## src/design/sqe_pkg.sv

```systemverilog
`timescale 1ns / 1ps
`default_nettype none
// ----------------------------------------------------------------------------
// sqe_pkg
// Shared types and constants for the segment to quad expander pipeline.
// ----------------------------------------------------------------------------
package sqe_pkg;

  localparam int unsigned CoordW = 16;
  localparam int unsigned HwW    = 12;
  localparam int unsigned WideW  = 64;

  typedef logic signed [CoordW-1:0] coord_t;
  typedef logic [HwW-1:0]           hw_t;
  typedef logic [WideW-1:0]         wide_t;

  typedef struct packed {
    coord_t sx;
    coord_t sy;
    coord_t ex;
    coord_t ey;
    logic   neg_ox;
    logic   neg_oy;
  } geo_t;

  typedef struct packed {
    hw_t   q;
    wide_t p;
    wide_t s;
  } acc_t;

  typedef struct packed {
    logic  valid;
    geo_t  geo;
    wide_t sq;
    wide_t rx;
    wide_t ry;
    acc_t  ax;
    acc_t  ay;
  } srch_t;

  function automatic coord_t sat(input logic signed [CoordW+1:0] v);
    logic signed [CoordW+1:0] hi;
    logic signed [CoordW+1:0] lo;
    hi = (CoordW+2)'(2**(CoordW-1) - 1);
    lo = -hi - (CoordW+2)'(1);
    if (v > hi) begin
      sat = coord_t'(hi);
    end else if (v < lo) begin
      sat = coord_t'(lo);
    end else begin
      sat = coord_t'(v);
    end
  endfunction

endpackage
`default_nettype wire

```

## src/design/sqe_search_stage.sv

```systemverilog
`timescale 1ns / 1ps
`default_nettype none
// ----------------------------------------------------------------------------
// sqe_search_stage
// One bit of the rounded ratio search for both offset magnitudes.
// ----------------------------------------------------------------------------
module sqe_search_stage #(
  parameter int unsigned BIT = 0
) (
  input  wire            clk,
  input  wire            rst,
  input  sqe_pkg::srch_t in,
  output sqe_pkg::srch_t out
);
  import sqe_pkg::*;

  function automatic acc_t step(input acc_t a, input wide_t sq, input wide_t r);
    acc_t  n;
    wide_t cand;
    n.q = a.q | hw_t'(1 << BIT);
    n.p = a.p + (a.s << (BIT + 1)) + (sq << (2 * BIT));
    n.s = a.s + (sq << BIT);
    cand = (n.p << 2) - (n.s << 2) + sq;
    step = (cand <= r) ? n : a;
  endfunction

  always_ff @(posedge clk) begin
    if (rst) begin
      out.valid <= 1'b0;
    end else begin
      out.valid <= in.valid;
    end
    out.geo <= in.geo;
    out.sq <= in.sq;
    out.rx <= in.rx;
    out.ry <= in.ry;
    out.ax <= step(in.ax, in.sq, in.rx);
    out.ay <= step(in.ay, in.sq, in.ry);
  end

endmodule
`default_nettype wire

```

## config.mk

```make
export PLATFORM = sky130hd
export DESIGN_NAME = sqe_search_stage
export DESIGN_NICKNAME = d
export VERILOG_FILES = /design/src/design/sqe_pkg.sv /design/src/design/sqe_search_stage.sv
export SDC_FILE = /design/constraint.sdc
export NUM_CORES = 2
export LEC_CHECK = 0
export BUFFER_PORTS_ARGS = -buffer_cell sky130_fd_sc_hd__buf_2
export CAP_MARGIN = 20
export CELL_PAD_IN_SITES_DETAIL_PLACEMENT = 1
export CELL_PAD_IN_SITES_GLOBAL_PLACEMENT = 1
export CORE_AREA = 2 2 423 425
export CTS_BUF_LIST = sky130_fd_sc_hd__clkbuf_4 sky130_fd_sc_hd__clkbuf_8
export DETAILED_ROUTE_END_ITERATION = 6
export DIE_AREA = 0 0 425 427
export PLACE_DENSITY_LB_ADDON = 0.1
export SYNTH_ARGS = -nofsm -noshare
export SYNTH_HDL_FRONTEND = slang
export SYNTH_SLANG_ARGS = --single-unit
```

## constraint.sdc

```tcl
create_clock -name clk -period 22.1 [get_ports clk]
set_clock_uncertainty 0.15 [all_clocks]
set_input_delay 2.21 -clock clk [delete_from_list [all_inputs] [get_ports clk]]
set_output_delay 2.21 -clock clk [all_outputs]
set_load 0.1 [all_outputs]
```

==> impl_metrics.csv <==
group,metric,value,unit
run_status,status,"completed",
finish,largestRegisters,"out (539)",
clock_network,cts_resized,0,
placed_design,place_hpwl,185600,um
global_route,grt_pass1_vias,42930,
synthesis,synth_seq_area_share,24.65,%
routing,drtIter0Drc,1746,
hold_path,hp-class,"primary input to flop",
worst_setup_path,cp-start-kind,"primary input",
routing,ant_nets,0,
worst_setup_path,crit_arrival,13.16,ns
die,io_pins,1080,
sta,tightestPinTransition,1.083,ns
synthesis,ys.flop_type,"dfxtp_1",
synthesis,syn_nets,6267,
synthesis,synthMuxAreaShare,3.105,%
worst_setup_path,critical_path_required,22.71,ns
finish,fill_cells,21070,
routing,drc_errors,0,
clock_network,cts_tree,"built",
placed_design,finalWeightedCongestion,0.8948,
finish,finalNetCount,7307,
synthesis,synth_cell_types,99,
routing,via_count,40940,
sta,max_freq,79.71,MHz
placed_design,port_buffers,1079,
synthesis,yosys.area_share.simple,12.44,%
placed_design,placed_area,51560,um^2
synthesis,synthTopCellsByCount,"dfxtp_1 (539), ha_1 (504), a21oi_1 (453)",
synthesis,synth_area_leaders,"dfxtp_1 (25%), ha_1 (14%), fa_1 (11%), a21o_1 (5.2%), a21oi_1 (5.2%)",
clock_network,clkTransAtPathRegs,0.06,ns
worst_setup_path,end_kind,"flop",
die,initial_utilization,24.69,%
synthesis,netlist_area,43770,um^2
global_route,grt_pass1_wl,300400,um
worst_setup_path,worstPathMaxFanout,67,
sta,hold_viol,0,
routing,first_pass_iters,5,
finish,syn2layout_area_growth,24.01,%
worst_setup_path,max_stage_delay,0.67,ns
finish,design_area,54280,um^2
clock_network,cts_sinks,539,
synthesis,synth-compound-area-share,21.79,%
finish,drive_above_1_share,23.97,%
sta,period_minus_slack,12.55,ns
sta,setup_violations,0,
synthesis,synthAdderAreaFrac,25.84,%
sta,period_share,56.77,%
routing,viasPerCell,4.837,
die,rows,155,
clock_network,cts_setup_buffers,0,
routing,routed_wl,213500,um
clock_network,htreeDepth,3,
sta,max_slew_margin,27.35,%
synthesis,synth_cells,4972,
global_route,grt_overflow,0,
synthesis,synth_edf_count,0,
global_route,antenna_found_initial,55,
worst_setup_path,crit_slowest_cell,"buf_4",
die,dieArea,181500,um^2
synthesis,yosys.cell_count.top_type,"dfxtp_1",
sta,fin_setup_tns,0,ns
sta,maxSlewViolCount,0,
clock_network,cts_root_buf,"clkbuf_8",
global_route,grt_usage,22.75,%
clock_network,clockBufferDepth,3,
finish,largest_register,"out",
synthesis,avgSynthCellArea,8.803,um^2
synthesis,yosysTopAreaCellShare,24.65,%
worst_setup_path,critPathKind,"primary input to flop",
synthesis,ys_seq_elements,539,
clock_network,cts_buffers,108,
synthesis,yosys_warnings,0,
clock_network,holdBufCountCts,0,
die,chipHeight,427,um
die,coreArea,177300,um^2
sta,rsz0062_at_grt,"false",
die,die_w,425,um
job,cap_violations,0,
synthesis,synthArstFlopShare,0,%
synthesis,synth_xor_area_share,7.147,%
global_route,grt_max_degree,88,
finish,largest_reg_flops,539,
synthesis,synth_top_family_by_area,"adder cells",
routing,wl_per_cell,25.22,um
synthesis,yosysTopAreaCell,"dfxtp_1",
==> worst paths after layout <==
path              startpoint       end  cells past startpoint
setup / recovery     in[409]  out[141]                     36
hold / removal       in[528]  out[528]                      1
==> area by class of cell <==
| type | count | area (um^2) | share of cell area, % |
|---|---|---|---|
| multi-input cells | 3871 | 30820 | 56.77 |
| flip-flops and latches | 539 | 10790 | 19.88 |
| repair buffers | 1099 | 5560 | 10.24 |
| well taps | 2355 | 2947 | 5.429 |
| clock buffers | 161 | 2022 | 3.725 |
| inverters | 393 | 1475 | 2.718 |
| clock inverters | 36 | 639.4 | 1.178 |
| diodes | 11 | 27.53 | 0.05071 |
==> cell families after synthesis <==
logic type / count (synthesis)
AO/OA/AOI/OAI: 1505
multiplexers: 121
XOR/XNOR: 354
flip-flops: 539
AND/OR/NAND/NOR: 1137
buffers and inverters: 562
adder cells (fa/ha/maj): 754
==> cells in the final DEF, fill, tap and decap left out, types with 84 or more instances in the layout <==
master / instances
a21o_1: 304
mux2_2: 115
nand3_1: 84
xnor2_1: 209
nand4_1: 125
ha_1: 504
fa_1: 250
nor2_1: 276
dfxtp_1: 539
clkbuf_8: 130
inv_1: 393
nand2_1: 361
xor2_1: 143
o21ai_0: 275
buf_2: 1080
a21oi_1: 453
==> worst max-delay path: cells and delay by family <==
kind | cells | cell delay [ns]
buffers and inverters | 5 | 1.45
AOI/OAI and AO/OA | 10 | 3.03
adders and majority gates | 6 | 2.30
xor gates and xnor gates | 2 | 0.50
muxes | 1 | 0.41
and+or+nand+nor | 12 | 3.16
==> per-stage QoR <==
stage	setup WS [ns]	instances	hold slack, ns	utilization [%]
2_1_floorplan	11.63	4972	2.088	-
3_3_place_gp	8.402	8254	2.162	29.09
6_report	9.555	8465	1.247	30.62
3_5_place_dp	8.164	8255	2.164	29.09
5_1_grt	8.947	8456	1.172	30.61
4_1_cts	9.123	8452	1.102	30.59
==> routing by layer <==
layer  share of wire, %  track usage (%)
met1                 39            25.63
met3                4.9            3.994
met2                 53            42.80
met5              0.094                0
met4                3.1            7.512
Power is left out: the tool's default activity adds up to more than one toggle a clock period on the data nets, which glitch-free logic cannot reach.
