## src/design/sqe_pkg.sv

```systemverilog
`timescale 1ns / 1ps
`default_nettype none
// ----------------------------------------------------------------------------
// sqe_pkg
// Shared types and constants for the segment to quad expander pipeline.
// ----------------------------------------------------------------------------
package sqe_pkg;

  localparam int unsigned CoordW = 16;
  localparam int unsigned HwW    = 12;
  localparam int unsigned WideW  = 64;

  typedef logic signed [CoordW-1:0] coord_t;
  typedef logic [HwW-1:0]           hw_t;
  typedef logic [WideW-1:0]         wide_t;

  typedef struct packed {
    coord_t sx;
    coord_t sy;
    coord_t ex;
    coord_t ey;
    logic   neg_ox;
    logic   neg_oy;
  } geo_t;

  typedef struct packed {
    hw_t   q;
    wide_t p;
    wide_t s;
  } acc_t;

  typedef struct packed {
    logic  valid;
    geo_t  geo;
    wide_t sq;
    wide_t rx;
    wide_t ry;
    acc_t  ax;
    acc_t  ay;
  } srch_t;

  function automatic coord_t sat(input logic signed [CoordW+1:0] v);
    logic signed [CoordW+1:0] hi;
    logic signed [CoordW+1:0] lo;
    hi = (CoordW+2)'(2**(CoordW-1) - 1);
    lo = -hi - (CoordW+2)'(1);
    if (v > hi) begin
      sat = coord_t'(hi);
    end else if (v < lo) begin
      sat = coord_t'(lo);
    end else begin
      sat = coord_t'(v);
    end
  endfunction

endpackage
`default_nettype wire

```

## src/design/sqe_corner.sv

```systemverilog
`timescale 1ns / 1ps
`default_nettype none
// ----------------------------------------------------------------------------
// sqe_corner
// Signed offsets, corner sums with saturation and the result register.
// ----------------------------------------------------------------------------
module sqe_corner (
  input  wire             clk,
  input  wire             rst,
  input  sqe_pkg::srch_t  in,
  output logic            done,
  output sqe_pkg::coord_t c1x,
  output sqe_pkg::coord_t c1y,
  output sqe_pkg::coord_t c2x,
  output sqe_pkg::coord_t c2y,
  output sqe_pkg::coord_t c3x,
  output sqe_pkg::coord_t c3y,
  output sqe_pkg::coord_t c4x,
  output sqe_pkg::coord_t c4y
);
  import sqe_pkg::*;

  logic signed [CoordW+1:0] ox;
  logic signed [CoordW+1:0] oy;
  logic signed [CoordW+1:0] sx;
  logic signed [CoordW+1:0] sy;
  logic signed [CoordW+1:0] ex;
  logic signed [CoordW+1:0] ey;

  assign ox = in.geo.neg_ox ? -$signed((CoordW+2)'(in.ay.q)) : $signed((CoordW+2)'(in.ay.q));
  assign oy = in.geo.neg_oy ? -$signed((CoordW+2)'(in.ax.q)) : $signed((CoordW+2)'(in.ax.q));
  assign sx = (CoordW+2)'(in.geo.sx);
  assign sy = (CoordW+2)'(in.geo.sy);
  assign ex = (CoordW+2)'(in.geo.ex);
  assign ey = (CoordW+2)'(in.geo.ey);

  always_ff @(posedge clk) begin
    if (rst) begin
      done <= 1'b0;
    end else begin
      done <= in.valid;
    end
    c1x <= sat(sx + ox);
    c1y <= sat(sy + oy);
    c2x <= sat(ex + ox);
    c2y <= sat(ey + oy);
    c3x <= sat(ex - ox);
    c3y <= sat(ey - oy);
    c4x <= sat(sx - ox);
    c4y <= sat(sy - oy);
  end

endmodule
`default_nettype wire

```

## config.mk

```make
export PLATFORM = sky130hd
export DESIGN_NAME = sqe_corner
export DESIGN_NICKNAME = d
export VERILOG_FILES = /design/src/design/sqe_pkg.sv /design/src/design/sqe_corner.sv
export SDC_FILE = /design/constraint.sdc
export NUM_CORES = 1
export LEC_CHECK = 0
export ABC_CLOCK_PERIOD_IN_PS = 3800
export BUFFER_PORTS_ARGS = -buffer_cell sky130_fd_sc_hd__buf_2
export CORE_AREA = 8 8 258 260
export CTS_CLUSTER_DIAMETER = 100
export CTS_CLUSTER_SIZE = 30
export DETAILED_ROUTE_END_ITERATION = 16
export DIE_AREA = 0 0 266 268
export HOLD_SLACK_MARGIN = 0.03
export PLACE_DENSITY = 0.4
export SYNTH_ARGS = -nofsm -noshare
export SYNTH_HDL_FRONTEND = slang
export SYNTH_SLANG_ARGS = --single-unit
```

## constraint.sdc

```tcl
create_clock -name clk -period 3.8 [get_ports clk]
set_input_delay 0.19 -clock clk [delete_from_list [all_inputs] [get_ports clk]]
set_output_delay 0.19 -clock clk [all_outputs]
set_load 0.01 [all_outputs]
```

==> results by group <==
Die
  • Die area: 71300 sq um
  • Row cnt: 92
  • I/O pin total: 670
  • Die Wd: 266 um
  • Initial Utilization: 18.5%
  • Core area: 62400 sq um
  • Die H: 268 um

Timing
  • Slew @ Worst Pin: 0.708 ns
  • Pins Over Slew Limit: 0
  • Minimum clock period: 3.70 ns
  • Fmax: 0.270 GHz
  • Fin. Hold Viols: 0
  • Rel. slew slack: 52.4%
  • RSZ-0062 raised after global routing: yes
  • Ratio of final minimum period to clock period: 97.3%
  • Final setup vio count: 0

Clock tree
  • CTS H-Tree Depth: 4
  • Sink Count: 129
  • CTS root buf: clkbuf_16
  • TritonCTS Buffers: 17
  • Max clock buf depth: 2
  • CTS tree: yes
  • Clock transition at path regs: 0.06 ns

Critical path
  • Crit path kind: in2reg
  • Startpoint Class: input port
  • Worst-path maximum fanout: 12
  • Critical path launch point: in[136]
  • Critical Path AT: 4.11 ns
  • Slowest stage cell, crit path: or4_4
  • Setup crit end kind: register
  • CP cell instances: buf_2 > or4_4 > or3_2 > o31ai_4 > xnor2_2 > ha_1 > or3b_2 > a31oi_2 > o311ai_0 > a31oi_2 > nor4b_2 > a311o_1 > o21bai_1 > buf_4 > a21oi_1
  • Crit path top cell by count: a31oi_2
  • Worst EP required: 4.21 ns
  • CP peak stage delay: 0.54 ns

Synth
  • Number of enable flip-flop cells after synthesis: 0
  • Mapped Area: 11500 sq um
  • Seq cells post-synth: 129
  • Post-synthesis sequential area ratio: 22.4%
  • Gate Count Post-Synth: 1449
  • Async set or reset register ratio after synthesis: 0%
  • Syn nets: 2144
  • Syn avg cell area: 7.96 sq um
  • Yosys warns: 0
  • Post-synth top flop: dfxtp_1
  • Unique masters post-synth: 86

Power
  • Tot Pwr: 0.00859 W
  • Max VDD drop: 359 uV
  • Lkg Pwr: 8.00 nW
  • Pwr dens: 501 nW/um^2

GRT
  • GRT Total Usage: 14.6%
  • Largest net degree at the start of global routing: 17
  • Number of antenna violations at the first check in global routing: 9
  • Vias in the first global route: 12500
  • Total global routing overflow: 0
  • First-pass GRT wire length: 78100 um

Layout
  • Layout Nets: 2686
  • Layout cells sized above 1: 34.9%
  • Finished Core Util: 27.5%
  • Synth-to-Final Area Change: 48.8%
  • Fillers: 6994

Drt
  • Vias: 12600
  • Drt initial violations: 550
  • Vias/cell: 4.43
  • Antenna Nets Post-Route: 0
  • Routed wire length: 54300 um
  • DR pass1 iterations: 5
  • Drt wl/cell: 19.0 um
  • DRC Markers: 0

Hold path
  • Worst min-delay path startpoint: in[490]
  • Worst Hold Class: in2reg

Run status
  • Status: completed

Placement
  • PortBufs: 221
  • Half-perimeter wire length after placement: 46400 um
  • Placer's final routability congestion estimate: 0.911

Job
  • Max Cap Viol: 0
metal layers:
metal / share of wire [%] / wire [um] / track usage [%] / vias up
met5: 0.024 / 13 / 0 / -
met4: 2.6 / 1430 / 4.92 / 2
met3: 4.5 / 2460 / 3.06 / 50
met2: 49 / 26700 / 25.7 / 295
met1: 44 / 23600 / 17.6 / 6067
li1: - / - / - / 6217
through the flow:
step	std cells	worst slack [ns]	hold slack (ns)	cell area, sq um	TNS, ns
2_1_floorplan	1449	0.0141	0.262	11500	0
4_1_cts	2848	0.0279	0.0862	16900	0
5_1_grt	2851	-0.0509	0.125	17100	-0.303
3_3_place_gp	2814	-0.618	0.344	16200	-40.86
3_5_place_dp	2814	-0.648	0.352	16200	-44.51
6_report	2852	0.101	0.120	17100	0
synthesized netlist by cell type, types with 5 or more instances:
library cell / number / area [sq um]
nand2b_1: 34 / 213
xor2_1: 25 / 219
ha_1: 146 / 1830
a21o_1: 30 / 225
o21bai_1: 18 / 135
a2111oi_0: 5 / 43.8
fa_1: 8 / 160
nand2_1: 62 / 233
a211o_1: 6 / 52.6
nor4_1: 10 / 62.6
nor2_1: 102 / 383
xnor2_1: 108 / 946
nand3_1: 32 / 160
o311ai_0: 5 / 43.8
dfxtp_1: 129 / 2580
a21boi_0: 6 / 45.0
o41ai_1: 5 / 43.8
or4_1: 6 / 45.0
or2_2: 9 / 56.3
a21oi_1: 143 / 716
o31a_1: 7 / 61.3
or3_1: 6 / 37.5
nand4_1: 7 / 43.8
nor2b_1: 20 / 125
o21a_1: 13 / 97.6
nor3_1: 36 / 180
clkbuf_1: 53 / 199
nand4b_1: 5 / 43.8
inv_1: 119 / 447
o31ai_1: 27 / 203
o211ai_1: 12 / 90.1
a31oi_1: 16 / 100
o21ai_1: 6 / 30.0
o21ai_2: 6 / 52.6
a211oi_1: 14 / 105
o21ai_0: 109 / 546
registers in the layout, summed over array words and instances, names as in the netlist:
register / flops
c1x: 16
c4x: 16
c2x: 16
c4y: 16
c1y: 16
done: 1
c2y: 16
c3y: 16
c3x: 16
layout by cell type, fill, tap and decap left out, drive strengths merged, types with 32 or more instances in the layout:
cell,instances
nand3,32
ha,146
inv,123
a21oi,144
nor2,102
o21ai,121
nand2,62
xnor2,108
dfxtp,129
nor3,36
buf,589
nand2b,34
where the power goes:
group          internal, W  switching [W]
Sequential         0.00191       0.000289
Combinational      0.00207        0.00250
Clock              0.00104       0.000778
Total              0.00502        0.00357
repair_timing:
item                       4_1_cts  5_1_grt
gates resized for setup          6       49
setup endpoints to repair       26      100
hold buffers                     2        0
pin swaps                        0        6
gates cloned                     0        0
setup buffers                    0        2
hold endpoints to repair         1        0
final cells by class:
type,instances,area (sq um),area share (%)
Multi-Input combinational cell,1133,8440,49.2
Tap cell,846,1060,6.17
Clock inverter,14,178,1.04
Sequential cell,129,2580,15.1
Timing Repair Buffer,591,4010,23.4
Inverter,119,447,2.60
Clock buffer,18,429,2.50
Antenna cell,2,5.00,0.0292
cell families (layout without fill, tap and decap cells):
kind of cell | after synthesis | in the layout | synth area share, %
buffers and inverters | 187 | 742 | 6.74
adders and majority gates | 154 | 154 | 17.2
xor gates and xnor gates | 134 | 134 | 10.2
muxes | 4 | 4 | 0.358
AOI/OAI and AO/OA | 482 | 482 | 27.2
and+or+nand+nor | 359 | 359 | 15.8
DFF | 129 | 129 | 22.4
other | 0 | 2 | 0
path summary, 6_finish.rpt:
path	to	cells past startpoint
worst min-delay path	c3x[0]$_SDFF_PN1_	4
worst max-delay path	c3x[1]$_SDFF_PN1_	15
worst max-delay path, delay by kind of cell:
kind,cells,cell delay (ns)
fa+ha+maj,1,0.28
xor+xnor,1,0.18
simple gates,4,1.59
buf+inv,2,0.31
compound gates,7,1.57
(Power assumes the default switching activity.)
